### config.mk
export PLATFORM = sky130hd
export DESIGN_NAME = descriptor_slot_bitmap_allocator
export DESIGN_NICKNAME = d
export VERILOG_FILES = /design/src/rtl/dsba_pkg.sv /design/src/rtl/dsba_bitmap_mem.sv /design/src/rtl/dsba_stride_div.sv /design/src/rtl/descriptor_slot_bitmap_allocator.sv
export SDC_FILE = /design/constraint.sdc
export NUM_CORES = 2
export LEC_CHECK = 0
export ABC_AREA = 1
export BUFFER_PORTS_ARGS = -buffer_cell sky130_fd_sc_hd__buf_2
export CELL_PAD_IN_SITES_DETAIL_PLACEMENT = 1
export CELL_PAD_IN_SITES_GLOBAL_PLACEMENT = 1
export CORE_MARGIN = 1
export CORE_UTILIZATION = 45
export DETAILED_ROUTE_END_ITERATION = 8
export GPL_TIMING_DRIVEN = 0
export PLACE_DENSITY = 0.76
export SETUP_SLACK_MARGIN = 0.1
export SYNTH_ARGS = -nofsm -noshare
export SYNTH_HDL_FRONTEND = slang
export SYNTH_SLANG_ARGS = --single-unit
### constraint.sdc
create_clock -name clk -period 10.84 [get_ports clk]
set_input_delay 1.084 -clock clk [delete_from_list [all_inputs] [get_ports clk]]
set_output_delay 1.084 -clock clk [all_outputs]
set_load 0.02 [all_outputs]
### src/rtl/dsba_pkg.sv
// ----------------------------------------------------------------------------
// Descriptor slot allocator package
// Shared widths, operation and status codes, register indexes and the
// bitmap memory command type.
// ----------------------------------------------------------------------------
package dsba_pkg;

	// Field widths.
	localparam int OP_W      = 3;
	localparam int HANDLE_W  = 48;
	localparam int STRIDE_W  = 13;
	localparam int SLOT_W    = 11;
	localparam int PSLOT_W   = 10;
	localparam int ST_W      = 2;
	localparam int CFG_IDX_W = 3;

	// Bitmap word organization.
	localparam int WORD_W = 32;
	localparam int BIT_W  = 5;
	localparam int WI_W   = SLOT_W - BIT_W;
	localparam int NW_W   = WI_W + 1;

	// Largest slot count that the count register can express.
	localparam int SLOT_LIMIT = (1 << SLOT_W) - 1;

	// Offset and product width: stride times slot count stays below this.
	localparam int DIV_W  = STRIDE_W + SLOT_W;
	localparam int STEP_W = 4;

	// Default bitmap depth.
	localparam int MAX_SLOTS_DEF = 1024;

	// Operation codes.
	localparam logic [OP_W-1:0] OP_ALLOC   = 3'd0;
	localparam logic [OP_W-1:0] OP_FREE    = 3'd1;
	localparam logic [OP_W-1:0] OP_RESERVE = 3'd2;
	localparam logic [OP_W-1:0] OP_FIND_HI = 3'd3;
	localparam logic [OP_W-1:0] OP_INDEX   = 3'd4;

	// Status codes.
	localparam logic [ST_W-1:0] ST_OK    = 2'd0;
	localparam logic [ST_W-1:0] ST_FULL  = 2'd1;
	localparam logic [ST_W-1:0] ST_RANGE = 2'd2;

	// Configuration register indexes.
	localparam logic [CFG_IDX_W-1:0] REG_CPU_BASE  = 3'd0;
	localparam logic [CFG_IDX_W-1:0] REG_GPU_BASE  = 3'd1;
	localparam logic [CFG_IDX_W-1:0] REG_DESC_SIZE = 3'd2;
	localparam logic [CFG_IDX_W-1:0] REG_SLOT_CNT  = 3'd3;
	localparam logic [CFG_IDX_W-1:0] REG_SHADER_VIS = 3'd4;

	// Configuration reset values.
	localparam logic [STRIDE_W-1:0] DESC_SIZE_RST = 13'd32;
	localparam logic [SLOT_W-1:0]   SLOT_CNT_RST  = 11'd1024;

	// Bitmap memory command.
	typedef struct packed {
		logic rd;
		logic wr;
	} mem_cmd_t;

endpackage

### src/rtl/dsba_bitmap_mem.sv
// ----------------------------------------------------------------------------
// Slot bitmap memory
// Simple dual-port word memory with a registered read and a clearing
// sweep after reset that marks every slot free.
// ----------------------------------------------------------------------------
module dsba_bitmap_mem #(
	parameter int WORDS = dsba_pkg::MAX_SLOTS_DEF / dsba_pkg::WORD_W,
	parameter int AW    = (WORDS > 1) ? $clog2(WORDS) : 1
) (
	input  logic                        clk,
	input  logic                        arst_n,
	input  dsba_pkg::mem_cmd_t          cmd,
	input  logic [AW-1:0]               raddr,
	input  logic [AW-1:0]               waddr,
	input  logic [dsba_pkg::WORD_W-1:0] wdata,
	output logic [dsba_pkg::WORD_W-1:0] rdata,
	output logic                        ready
);

	logic [dsba_pkg::WORD_W-1:0] mem [WORDS];
	logic [dsba_pkg::WORD_W-1:0] rdata_q;
	logic                        clr_q;
	logic [AW-1:0]               clr_addr_q;
	logic                        wr_en;
	logic [AW-1:0]               wr_addr;
	logic [dsba_pkg::WORD_W-1:0] wr_data;

	// Clearing sweep: one word per cycle after reset.
	always_ff @(posedge clk or negedge arst_n) begin
		if (!arst_n) begin
			clr_q      <= 1'b1;
			clr_addr_q <= '0;
		end else if (clr_q) begin
			clr_addr_q <= clr_addr_q + 1'b1;
			if (clr_addr_q == AW'(WORDS - 1)) begin
				clr_q <= 1'b0;
			end
		end
	end

	// The sweep owns the write port until it is done.
	always_comb begin
		wr_en   = clr_q | cmd.wr;
		wr_addr = clr_q ? clr_addr_q : waddr;
		wr_data = clr_q ? '0 : wdata;
	end

	// Storage with a registered read.
	always_ff @(posedge clk) begin
		if (wr_en) begin
			mem[wr_addr] <= wr_data;
		end
		if (cmd.rd) begin
			rdata_q <= mem[raddr];
		end
	end

	assign rdata = rdata_q;
	assign ready = ~clr_q;

endmodule

### src/rtl/dsba_stride_div.sv
// ----------------------------------------------------------------------------
// Stride divider
// Restoring divider, one quotient bit per cycle, that turns a byte offset
// into a slot number. The offset must be below the stride times 2^SLOT_W.
// ----------------------------------------------------------------------------
module dsba_stride_div (
	input  logic                        clk,
	input  logic                        arst_n,
	input  logic                        start,
	input  logic [dsba_pkg::DIV_W-1:0]  dividend,
	input  logic [dsba_pkg::STRIDE_W-1:0] divisor,
	output logic                        done,
	output logic [dsba_pkg::SLOT_W-1:0] quotient
);

	logic [dsba_pkg::STEP_W-1:0] step_q;
	logic                        done_q;
	logic [dsba_pkg::DIV_W-1:0]  rem_q;
	logic [dsba_pkg::DIV_W-1:0]  dsr_q;
	logic [dsba_pkg::SLOT_W-1:0] quo_q;
	logic                        ge;

	assign ge = rem_q >= dsr_q;

	// Step counter and completion pulse.
	always_ff @(posedge clk or negedge arst_n) begin
		if (!arst_n) begin
			step_q <= '0;
			done_q <= 1'b0;
		end else begin
			done_q <= 1'b0;
			if (start) begin
				step_q <= dsba_pkg::STEP_W'(dsba_pkg::SLOT_W);
			end else if (step_q != '0) begin
				step_q <= step_q - 1'b1;
				if (step_q == dsba_pkg::STEP_W'(1)) begin
					done_q <= 1'b1;
				end
			end
		end
	end

	// Trial subtraction of the shifted stride, most significant bit first.
	always_ff @(posedge clk) begin
		if (start) begin
			rem_q <= dividend;
			dsr_q <= dsba_pkg::DIV_W'({divisor, {(dsba_pkg::SLOT_W - 1){1'b0}}});
			quo_q <= '0;
		end else if (step_q != '0) begin
			if (ge) begin
				rem_q <= rem_q - dsr_q;
			end
			quo_q <= {quo_q[dsba_pkg::SLOT_W-2:0], ge};
			dsr_q <= dsr_q >> 1;
		end
	end

	assign done     = done_q;
	assign quotient = quo_q;

endmodule

### src/rtl/descriptor_slot_bitmap_allocator.sv
// ----------------------------------------------------------------------------
// Descriptor slot bitmap allocator
// Keeps one used bit per descriptor slot in a word memory and serves
// allocate, free, reserve, find-highest and index requests.
// ----------------------------------------------------------------------------
// Usage:
//   A request is taken at a clock edge with start high and busy low. The
//   result shows on status, slot_out, cpu_handle and gpu_handle for exactly
//   one cycle with done high; there is no back-pressure on results.
//   Configuration is written through cfg_we, cfg_idx and cfg_data while no
//   request is in flight.
// Request flow (default 1024 slots, 32-bit bitmap words):
//   Allocate scans the bitmap words from the lowest up, marks the first
//   free slot, writes its word back and adds the slot times the stride to
//   the bases. Find-highest scans from the highest word down and returns
//   the slot it finds without the write-back and address states. A full
//   heap, like an empty one, returns full status. Free and index pass a
//   range check and then the stride divider, which produces one slot bit
//   per cycle; a handle outside the heap returns from the range check.
//   Reserve returns from dispatch when the slot is outside the heap, as
//   does an unknown code. busy falls with done, so the next request can be
//   taken at the edge that ends the result cycle; one request is in flight at a time.
// Reset:
//   Configuration returns to its reset values, and the bitmap is swept to
//   all free, one word per cycle, with the depth held to 2047 slots. busy
//   stays high during the sweep.
// ----------------------------------------------------------------------------
module descriptor_slot_bitmap_allocator #(
	parameter int MAX_SLOTS = dsba_pkg::MAX_SLOTS_DEF
) (
	input  logic                           clk,
	input  logic                           arst_n,
	input  logic                           start,
	output logic                           busy,
	output logic                           done,
	input  logic [dsba_pkg::OP_W-1:0]      op,
	input  logic [dsba_pkg::HANDLE_W-1:0]  handle,
	input  logic [dsba_pkg::PSLOT_W-1:0]   slot_in,
	output logic [dsba_pkg::ST_W-1:0]      status,
	output logic [dsba_pkg::PSLOT_W-1:0]   slot_out,
	output logic [dsba_pkg::HANDLE_W-1:0]  cpu_handle,
	output logic [dsba_pkg::HANDLE_W-1:0]  gpu_handle,
	input  logic                           cfg_we,
	input  logic [dsba_pkg::CFG_IDX_W-1:0] cfg_idx,
	input  logic [dsba_pkg::HANDLE_W-1:0]  cfg_data
);

	localparam int USABLE = (MAX_SLOTS < dsba_pkg::SLOT_LIMIT) ?
		MAX_SLOTS : dsba_pkg::SLOT_LIMIT;
	localparam int WORDS  = (USABLE + dsba_pkg::WORD_W - 1) / dsba_pkg::WORD_W;
	localparam int AW     = (WORDS > 1) ? $clog2(WORDS) : 1;

	localparam int SL_W = dsba_pkg::SLOT_W;
	localparam int HW   = dsba_pkg::HANDLE_W;
	localparam int WW   = dsba_pkg::WORD_W;
	localparam int DW   = dsba_pkg::DIV_W;

	// Controller states.
	localparam logic [3:0] S_IDLE   = 4'd0;
	localparam logic [3:0] S_DISP   = 4'd1;
	localparam logic [3:0] S_SCAN   = 4'd2;
	localparam logic [3:0] S_WB     = 4'd3;
	localparam logic [3:0] S_ADDR   = 4'd4;
	localparam logic [3:0] S_RCHK   = 4'd5;
	localparam logic [3:0] S_DIV    = 4'd6;
	localparam logic [3:0] S_RMW_RD = 4'd7;
	localparam logic [3:0] S_RMW_WR = 4'd8;

	// Configuration registers.
	logic [HW-1:0]                 cpu_base_q;
	logic [HW-1:0]                 gpu_base_q;
	logic [dsba_pkg::STRIDE_W-1:0] desc_size_q;
	logic [SL_W-1:0]               slot_cnt_q;
	logic                          shader_vis_q;

	// Request and working registers.
	logic [3:0]                    state_q;
	logic [dsba_pkg::OP_W-1:0]     op_q;
	logic [HW-1:0]                 handle_q;
	logic [dsba_pkg::PSLOT_W-1:0]  slot_in_q;
	logic                          scan_up_q;
	logic [dsba_pkg::WI_W-1:0]     scan_wi_q;
	logic [dsba_pkg::NW_W-1:0]     scan_left_q;
	logic                          pend_s1;
	logic [dsba_pkg::WI_W-1:0]     pend_wi_s1;
	logic [AW-1:0]                 wa_q;
	logic [dsba_pkg::BIT_W-1:0]    bit_q;
	logic                          set_q;
	logic [WW-1:0]                 wword_q;
	logic [SL_W-1:0]               slot_q;
	logic [DW-1:0]                 prod_q;
	logic                          lt_q;
	logic [HW-1:0]                 off_q;
	logic [DW-1:0]                 lim_q;
	logic                          div_start_q;

	// Result registers.
	logic                          done_q;
	logic [dsba_pkg::ST_W-1:0]     status_q;
	logic [dsba_pkg::PSLOT_W-1:0]  slot_out_q;
	logic [HW-1:0]                 cpu_q;
	logic [HW-1:0]                 gpu_q;

	// Derived values and memory port.
	logic [dsba_pkg::STRIDE_W-1:0] stride;
	logic [SL_W-1:0]               n;
	logic [dsba_pkg::NW_W-1:0]     nw;
	logic [HW-1:0]                 base;
	logic [WW-1:0]                 mask;
	logic [WW-1:0]                 free_bits;
	logic                          lo_found;
	logic [dsba_pkg::BIT_W-1:0]    lo_bit;
	logic                          hi_found;
	logic [dsba_pkg::BIT_W-1:0]    hi_bit;
	logic                          hit;
	logic                          scan_issue;
	logic [WW-1:0]                 bit_mask;
	dsba_pkg::mem_cmd_t            mem_cmd;
	logic [AW-1:0]                 mem_raddr;
	logic [WW-1:0]                 mem_wdata;
	logic [WW-1:0]                 mem_rdata;
	logic                          mem_ready;
	logic                          div_done;
	logic [SL_W-1:0]               div_quo;

	// A zero stride counts as one; the slot count is capped by the bitmap depth.
	always_comb begin
		stride = (desc_size_q == '0) ? dsba_pkg::STRIDE_W'(1) : desc_size_q;
		n      = (32'(slot_cnt_q) < MAX_SLOTS) ? slot_cnt_q : SL_W'(MAX_SLOTS);
		nw     = dsba_pkg::NW_W'((12'(n) + 12'(WW - 1)) >> dsba_pkg::BIT_W);
		base   = (op_q == dsba_pkg::OP_FREE) ? cpu_base_q : gpu_base_q;
	end

	// Slots of the word under test that lie inside the heap.
	always_comb begin
		if (pend_wi_s1 < n[SL_W-1:dsba_pkg::BIT_W]) begin
			mask = '1;
		end else if (pend_wi_s1 == n[SL_W-1:dsba_pkg::BIT_W]) begin
			mask = (WW'(1) << n[dsba_pkg::BIT_W-1:0]) - WW'(1);
		end else begin
			mask = '0;
		end
		free_bits = ~mem_rdata & mask;
	end

	// Lowest and highest free slot in the word under test.
	always_comb begin
		lo_found = 1'b0;
		lo_bit   = '0;
		hi_found = 1'b0;
		hi_bit   = '0;
		for (int b = WW - 1; b >= 0; b--) begin
			if (free_bits[b]) begin
				lo_found = 1'b1;
				lo_bit   = dsba_pkg::BIT_W'(b);
			end
		end
		for (int b = 0; b < WW; b++) begin
			if (free_bits[b]) begin
				hi_found = 1'b1;
				hi_bit   = dsba_pkg::BIT_W'(b);
			end
		end
		hit = pend_s1 & (scan_up_q ? lo_found : hi_found);
	end

	// Bitmap memory port.
	always_comb begin
		scan_issue  = (state_q == S_SCAN) && (scan_left_q != '0);
		bit_mask    = WW'(1) << bit_q;
		mem_cmd.rd  = scan_issue || (state_q == S_RMW_RD);
		mem_cmd.wr  = (state_q == S_WB) || (state_q == S_RMW_WR);
		mem_raddr   = (state_q == S_SCAN) ? AW'(scan_wi_q) : wa_q;
		if (state_q == S_WB) begin
			mem_wdata = wword_q;
		end else if (set_q) begin
			mem_wdata = mem_rdata | bit_mask;
		end else begin
			mem_wdata = mem_rdata & ~bit_mask;
		end
	end

	dsba_bitmap_mem #(
		.WORDS (WORDS),
		.AW    (AW)
	) u_mem (
		.clk    (clk),
		.arst_n (arst_n),
		.cmd    (mem_cmd),
		.raddr  (mem_raddr),
		.waddr  (wa_q),
		.wdata  (mem_wdata),
		.rdata  (mem_rdata),
		.ready  (mem_ready)
	);

	dsba_stride_div u_div (
		.clk      (clk),
		.arst_n   (arst_n),
		.start    (div_start_q),
		.dividend (off_q[DW-1:0]),
		.divisor  (stride),
		.done     (div_done),
		.quotient (div_quo)
	);

	// Configuration writes.
	always_ff @(posedge clk or negedge arst_n) begin
		if (!arst_n) begin
			cpu_base_q   <= '0;
			gpu_base_q   <= '0;
			desc_size_q  <= dsba_pkg::DESC_SIZE_RST;
			slot_cnt_q   <= dsba_pkg::SLOT_CNT_RST;
			shader_vis_q <= 1'b0;
		end else if (cfg_we) begin
			unique case (cfg_idx)
				dsba_pkg::REG_CPU_BASE:   cpu_base_q   <= cfg_data;
				dsba_pkg::REG_GPU_BASE:   gpu_base_q   <= cfg_data;
				dsba_pkg::REG_DESC_SIZE:  desc_size_q  <= cfg_data[dsba_pkg::STRIDE_W-1:0];
				dsba_pkg::REG_SLOT_CNT:   slot_cnt_q   <= cfg_data[SL_W-1:0];
				dsba_pkg::REG_SHADER_VIS: shader_vis_q <= cfg_data[0];
				default: ;
			endcase
		end
	end

	// Request sequencer.
	always_ff @(posedge clk or negedge arst_n) begin
		if (!arst_n) begin
			state_q     <= S_IDLE;
			op_q        <= '0;
			handle_q    <= '0;
			slot_in_q   <= '0;
			scan_up_q   <= 1'b0;
			scan_wi_q   <= '0;
			scan_left_q <= '0;
			pend_s1     <= 1'b0;
			pend_wi_s1  <= '0;
			wa_q        <= '0;
			bit_q       <= '0;
			set_q       <= 1'b0;
			wword_q     <= '0;
			slot_q      <= '0;
			prod_q      <= '0;
			lt_q        <= 1'b0;
			off_q       <= '0;
			lim_q       <= '0;
			div_start_q <= 1'b0;
			done_q      <= 1'b0;
			status_q    <= '0;
			slot_out_q  <= '0;
			cpu_q       <= '0;
			gpu_q       <= '0;
		end else begin
			done_q      <= 1'b0;
			div_start_q <= 1'b0;
			unique case (state_q)
				S_IDLE: begin
					if (start && mem_ready) begin
						op_q      <= op;
						handle_q  <= handle;
						slot_in_q <= slot_in;
						state_q   <= S_DISP;
					end
				end

				// Set up the work for the request code.
				S_DISP: begin
					pend_s1 <= 1'b0;
					unique case (op_q)
						dsba_pkg::OP_ALLOC, dsba_pkg::OP_FIND_HI: begin
							scan_up_q   <= (op_q == dsba_pkg::OP_ALLOC);
							scan_left_q <= nw;
							scan_wi_q   <= (op_q == dsba_pkg::OP_ALLOC) ? '0 :
								dsba_pkg::WI_W'(nw - 1'b1);
							state_q     <= S_SCAN;
						end
						dsba_pkg::OP_FREE, dsba_pkg::OP_INDEX: begin
							lt_q    <= handle_q < base;
							off_q   <= handle_q - base;
							lim_q   <= DW'(stride) * DW'(n);
							state_q <= S_RCHK;
						end
						dsba_pkg::OP_RESERVE: begin
							if (SL_W'(slot_in_q) < n) begin
								wa_q    <= AW'(slot_in_q[dsba_pkg::PSLOT_W-1:dsba_pkg::BIT_W]);
								bit_q   <= slot_in_q[dsba_pkg::BIT_W-1:0];
								set_q   <= 1'b1;
								slot_q  <= SL_W'(slot_in_q);
								state_q <= S_RMW_RD;
							end else begin
								status_q   <= dsba_pkg::ST_RANGE;
								slot_out_q <= slot_in_q;
								cpu_q      <= '0;
								gpu_q      <= '0;
								done_q     <= 1'b1;
								state_q    <= S_IDLE;
							end
						end
						default: begin
							status_q   <= dsba_pkg::ST_OK;
							slot_out_q <= '0;
							cpu_q      <= '0;
							gpu_q      <= '0;
							done_q     <= 1'b1;
							state_q    <= S_IDLE;
						end
					endcase
				end

				// Read one word per cycle and test the word read the cycle before.
				S_SCAN: begin
					if (hit) begin
						pend_s1 <= 1'b0;
						if (scan_up_q) begin
							slot_q  <= {pend_wi_s1, lo_bit};
							wa_q    <= AW'(pend_wi_s1);
							wword_q <= mem_rdata | (WW'(1) << lo_bit);
							state_q <= S_WB;
						end else begin
							status_q   <= dsba_pkg::ST_OK;
							slot_out_q <= dsba_pkg::PSLOT_W'({pend_wi_s1, hi_bit});
							cpu_q      <= '0;
							gpu_q      <= '0;
							done_q     <= 1'b1;
							state_q    <= S_IDLE;
						end
					end else if (!scan_issue && !pend_s1) begin
						status_q   <= dsba_pkg::ST_FULL;
						slot_out_q <= '0;
						cpu_q      <= '0;
						gpu_q      <= '0;
						done_q     <= 1'b1;
						state_q    <= S_IDLE;
					end else begin
						pend_s1    <= scan_issue;
						pend_wi_s1 <= scan_wi_q;
						if (scan_issue) begin
							scan_left_q <= scan_left_q - 1'b1;
							scan_wi_q   <= scan_up_q ? scan_wi_q + 1'b1 : scan_wi_q - 1'b1;
						end
					end
				end

				// Mark the allocated slot and scale it by the stride.
				S_WB: begin
					prod_q  <= DW'(stride) * DW'(slot_q);
					state_q <= S_ADDR;
				end

				// Add the bases to form the handles; the GPU handle is zero unless shader visible.
				S_ADDR: begin
					status_q   <= dsba_pkg::ST_OK;
					slot_out_q <= dsba_pkg::PSLOT_W'(slot_q);
					cpu_q      <= cpu_base_q + HW'(prod_q);
					gpu_q      <= shader_vis_q ? gpu_base_q + HW'(prod_q) : '0;
					done_q     <= 1'b1;
					state_q    <= S_IDLE;
				end

				// Range check: base <= handle < base + stride * count.
				S_RCHK: begin
					if (lt_q || (off_q >= HW'(lim_q))) begin
						status_q   <= dsba_pkg::ST_RANGE;
						slot_out_q <= '0;
						cpu_q      <= '0;
						gpu_q      <= '0;
						done_q     <= 1'b1;
						state_q    <= S_IDLE;
					end else begin
						div_start_q <= 1'b1;
						state_q     <= S_DIV;
					end
				end

				// Wait for the slot number from the divider.
				S_DIV: begin
					if (div_done) begin
						if (op_q == dsba_pkg::OP_FREE) begin
							wa_q    <= AW'(div_quo[SL_W-1:dsba_pkg::BIT_W]);
							bit_q   <= div_quo[dsba_pkg::BIT_W-1:0];
							set_q   <= 1'b0;
							slot_q  <= div_quo;
							state_q <= S_RMW_RD;
						end else begin
							status_q   <= dsba_pkg::ST_OK;
							slot_out_q <= dsba_pkg::PSLOT_W'(div_quo);
							cpu_q      <= '0;
							gpu_q      <= '0;
							done_q     <= 1'b1;
							state_q    <= S_IDLE;
						end
					end
				end

				S_RMW_RD: begin
					state_q <= S_RMW_WR;
				end

				// Write back the word with the slot bit set or cleared.
				S_RMW_WR: begin
					status_q   <= dsba_pkg::ST_OK;
					slot_out_q <= dsba_pkg::PSLOT_W'(slot_q);
					cpu_q      <= '0;
					gpu_q      <= '0;
					done_q     <= 1'b1;
					state_q    <= S_IDLE;
				end

				default: begin
					state_q <= S_IDLE;
				end
			endcase
		end
	end

	assign busy       = (state_q != S_IDLE) || !mem_ready;
	assign done       = done_q;
	assign status     = status_q;
	assign slot_out   = slot_out_q;
	assign cpu_handle = cpu_q;
	assign gpu_handle = gpu_q;

endmodule

==> impl_metrics.toml <==
[placed_design]
placement.io_buffers = 225
gp_congestion = 0.9920
hpwl_um = 237800
place_area_um2 = 87540

[critical_path]
rr_startpoint = "desc_size_q[10]"
cpPeakStageDelay_ns = 0.53
slowest_stage = "clkinv_1"
cp_common_cell = "inv_1"
worst_ep_required_time_ns = 11.60
r2r_slack_ns = 2.66
critPathLaunch = "desc_size_q[10]"
cp-start-kind = "flop"
cp_top_family = "adder cells"
cp.arrival_ns = 8.94
crit_buf_inv = 10
cp_num_cells = 36
cp-end-kind = "flop"
r2r.worst_path.cells = 36
reg2reg_to = "prod_q[23]"
path_max_fanout = 10
path_class = "reg -> reg"

[global_routing]
first_global_vias = 70070
track_usage_pct = 35.03
overflow = 0
antenna_found_initial = 20
grt_pass1_wl_um = 464000
grt_start_max_net_pins = 113

[logic_synthesis]
synth_ff_type = "edfxtp_1"
synth_nets = 8570
yosys.area.top_type = "edfxtp_1"
ys_top_cells_by_count = "nand2_1 (1224), edfxtp_1 (1093), o21ai_0 (971)"
postSynthCellCount = 7958
netlist_area_um2 = 81100
yosysTopAreaCellShare_pct = 40.47
synth_cell_types = 81
postSynth.asyncResetShare_pct = 29.85
yosys-top-cells-area = "edfxtp_1 (40%), dfrtp_1 (15%), o21ai_0 (6.0%)"
ys_warn_count = 0
synth_seq_area_share_pct = 55.62
synth_edf_count = 1093
ys_seq_elements = 1588
yosysMostFrequentCell = "nand2_1"
synth_area_per_cell_um2 = 10.19

[clock_tree]
root_buffer = "clkbuf_16"
clk_path_buf_depth = 3
cts_buffers = 172
htreeDepth = 4
cts_setup_buffers = 0
clock-sinks = 1588
cts_resized = 0
insertion_delay_ns = 0.89
hold_buffers = 0
cts_tree = "built"
clkTransAtPathRegs_ns = 0.07

[pwr]
leakage_nw = 36.25
p_per_area_nw_per_um2 = 155.4
peakVddDrop_mv = 0.1929

[timing]
final.min_clock_period_ns = 8.181
slew_violations = 6
timing.final.crit_share_pct = 75.47
clock.fmax_mhz = 122.2
slew_headroom_pct = -4.040
clock_skew_ns = 0.08834
worst_pin_slew_ns = 1.550
rsz0062_at_grt = "no"
finalHoldViolCount = 0
setup-tns-final_ns = 0
setup_viol_count_final = 0

[die]
start_util_pct = 45.36
die_h_um = 426.5
die_area_um2 = 181900
chipWidth_um = 426.5
rows = 155
num_io_pins = 226
core_area_um2 = 178800

[cells_and_area]
fin_area_um2 = 93370
postLayoutCoreUtil_pct = 52.22
syn2layout_area_growth_pct = 15.14
nets = 9045
drive_gt1_share_pct = 9.728

[status]
violations = "max-capacitance violations, max-slew violations"
status = "finished, violations left"

[min_path]
hp-class = "in -> async"

[drt]
ant_nets = 0
drt-pass1-iter-count = 6
via_count = 67000
drt_wl_total_um = 321000
viasPerCell = 6.127
drt-initial-drc-count = 7202
detail_route.wl_per_cell_um = 29.36
drc = 0

[run]
maxCapViolations = 1
-- report_power, final --
group	switching [mW]	internal [mW]	total [mW]
clock	2.65	3.51	6.16
combinational	1.15	0.567	1.72
sequential	0.119	6.51	6.63
total	3.92	10.6	14.5
-- per-layer routing --
| layer | wire (um) | track usage, % | part of all wire, % |
|---|---|---|---|
| met4 | 26390 | 25.22 | 8.2 |
| met3 | 26910 | 6.631 | 8.4 |
| met2 | 148400 | 55.99 | 46 |
| met5 | 101 | 0 | 0.031 |
| met1 | 119200 | 42.56 | 37 |
-- registers in the layout (all words and copies together) (netlist names), 24 cells and up --
| register | cells |
|---|---|
| u_mem.mem | 1024 |
| cpu_base_q | 48 |
| cpu_handle | 48 |
| gpu_base_q | 48 |
| gpu_handle | 48 |
| handle_q | 48 |
| off_q | 48 |
| u_mem.rdata | 32 |
| wword_q | 32 |
| lim_q | 24 |
| prod_q | 24 |
| u_div.rem_q | 24 |
-- per-stage QoR --
step	worst slack, ns	std cells	hold slack, ns	power [mW]
detailed placement	2.750	10610	0.4623	8.430
global placement	-1.642	10540	0.4575	8.360
floorplan	4.651	7958	0.4467	7.822
finish	2.659	10940	0.3699	14.51
CTS	2.749	10930	0.3720	14.52
global route	2.240	10930	0.4208	14.93
-- how the worst max path moves through the flow --
stage,endpoint
final,prod_q[23]
after global routing,prod_q[23]
after CTS,prod_q[23]
after detailed placement,prod_q[23]
after global placement,wword_q[24]
after floorplan,prod_q[23]
-- worst register-to-register path: cells and delay by family, from the launching register on --
family | cells | cell delay (ns)
fa+ha+maj | 6 | 2.50
compound gates | 13 | 2.08
buf+inv | 10 | 1.54
simple gates | 6 | 1.46
flops | 1 | 0.37
xor+xnor | 1 | 0.15
-- cell usage in the layout (no fill, tap or decap), drive strengths merged, types with 34 or more instances in the layout --
| master | n |
|---|---|
| nor3 | 50 |
| o211ai | 62 |
| xnor2 | 42 |
| ha | 295 |
| nor2 | 961 |
| dfrtp | 471 |
| o21ai | 1019 |
| a21oi | 299 |
| buf | 350 |
| clkbuf | 567 |
| or2 | 34 |
| clkinv | 66 |
| mux2 | 53 |
| edfxtp | 1093 |
| o22ai | 99 |
| nand3 | 174 |
| inv | 821 |
| nand4 | 42 |
| a31oi | 91 |
| o221ai | 208 |
| fa | 201 |
| nand2 | 1242 |
| xor2 | 73 |
-- area by class of cell --
cell class                 instances  area, um^2
inverter                         822        3088
sequential                      1588       45110
clock buffer                     219        4561
multi-input combinational       5150       31990
tap                             2355        2947
fill                           19650       85430
buffer                           398        1610
timing repair buffer             301        2800
antenna                            7       17.52
clock inverter                    95        1257
-- cells by family (layout without fill, tap and decap cells) --
kind of cell | Yosys count | count (layout) | synth area share [%]
AOI/OAI and AO/OA | 1938 | 1938 | 14.17
xor gates and xnor gates | 115 | 115 | 1.242
adders and majority gates | 496 | 496 | 9.513
buffers and inverters | 1220 | 1835 | 5.792
DFF | 1588 | 1588 | 55.62
muxes | 76 | 76 | 1.020
other | 0 | 7 | 0
and+or+nand+nor | 2525 | 2525 | 12.64
Power figures use the tool's default switching activity.
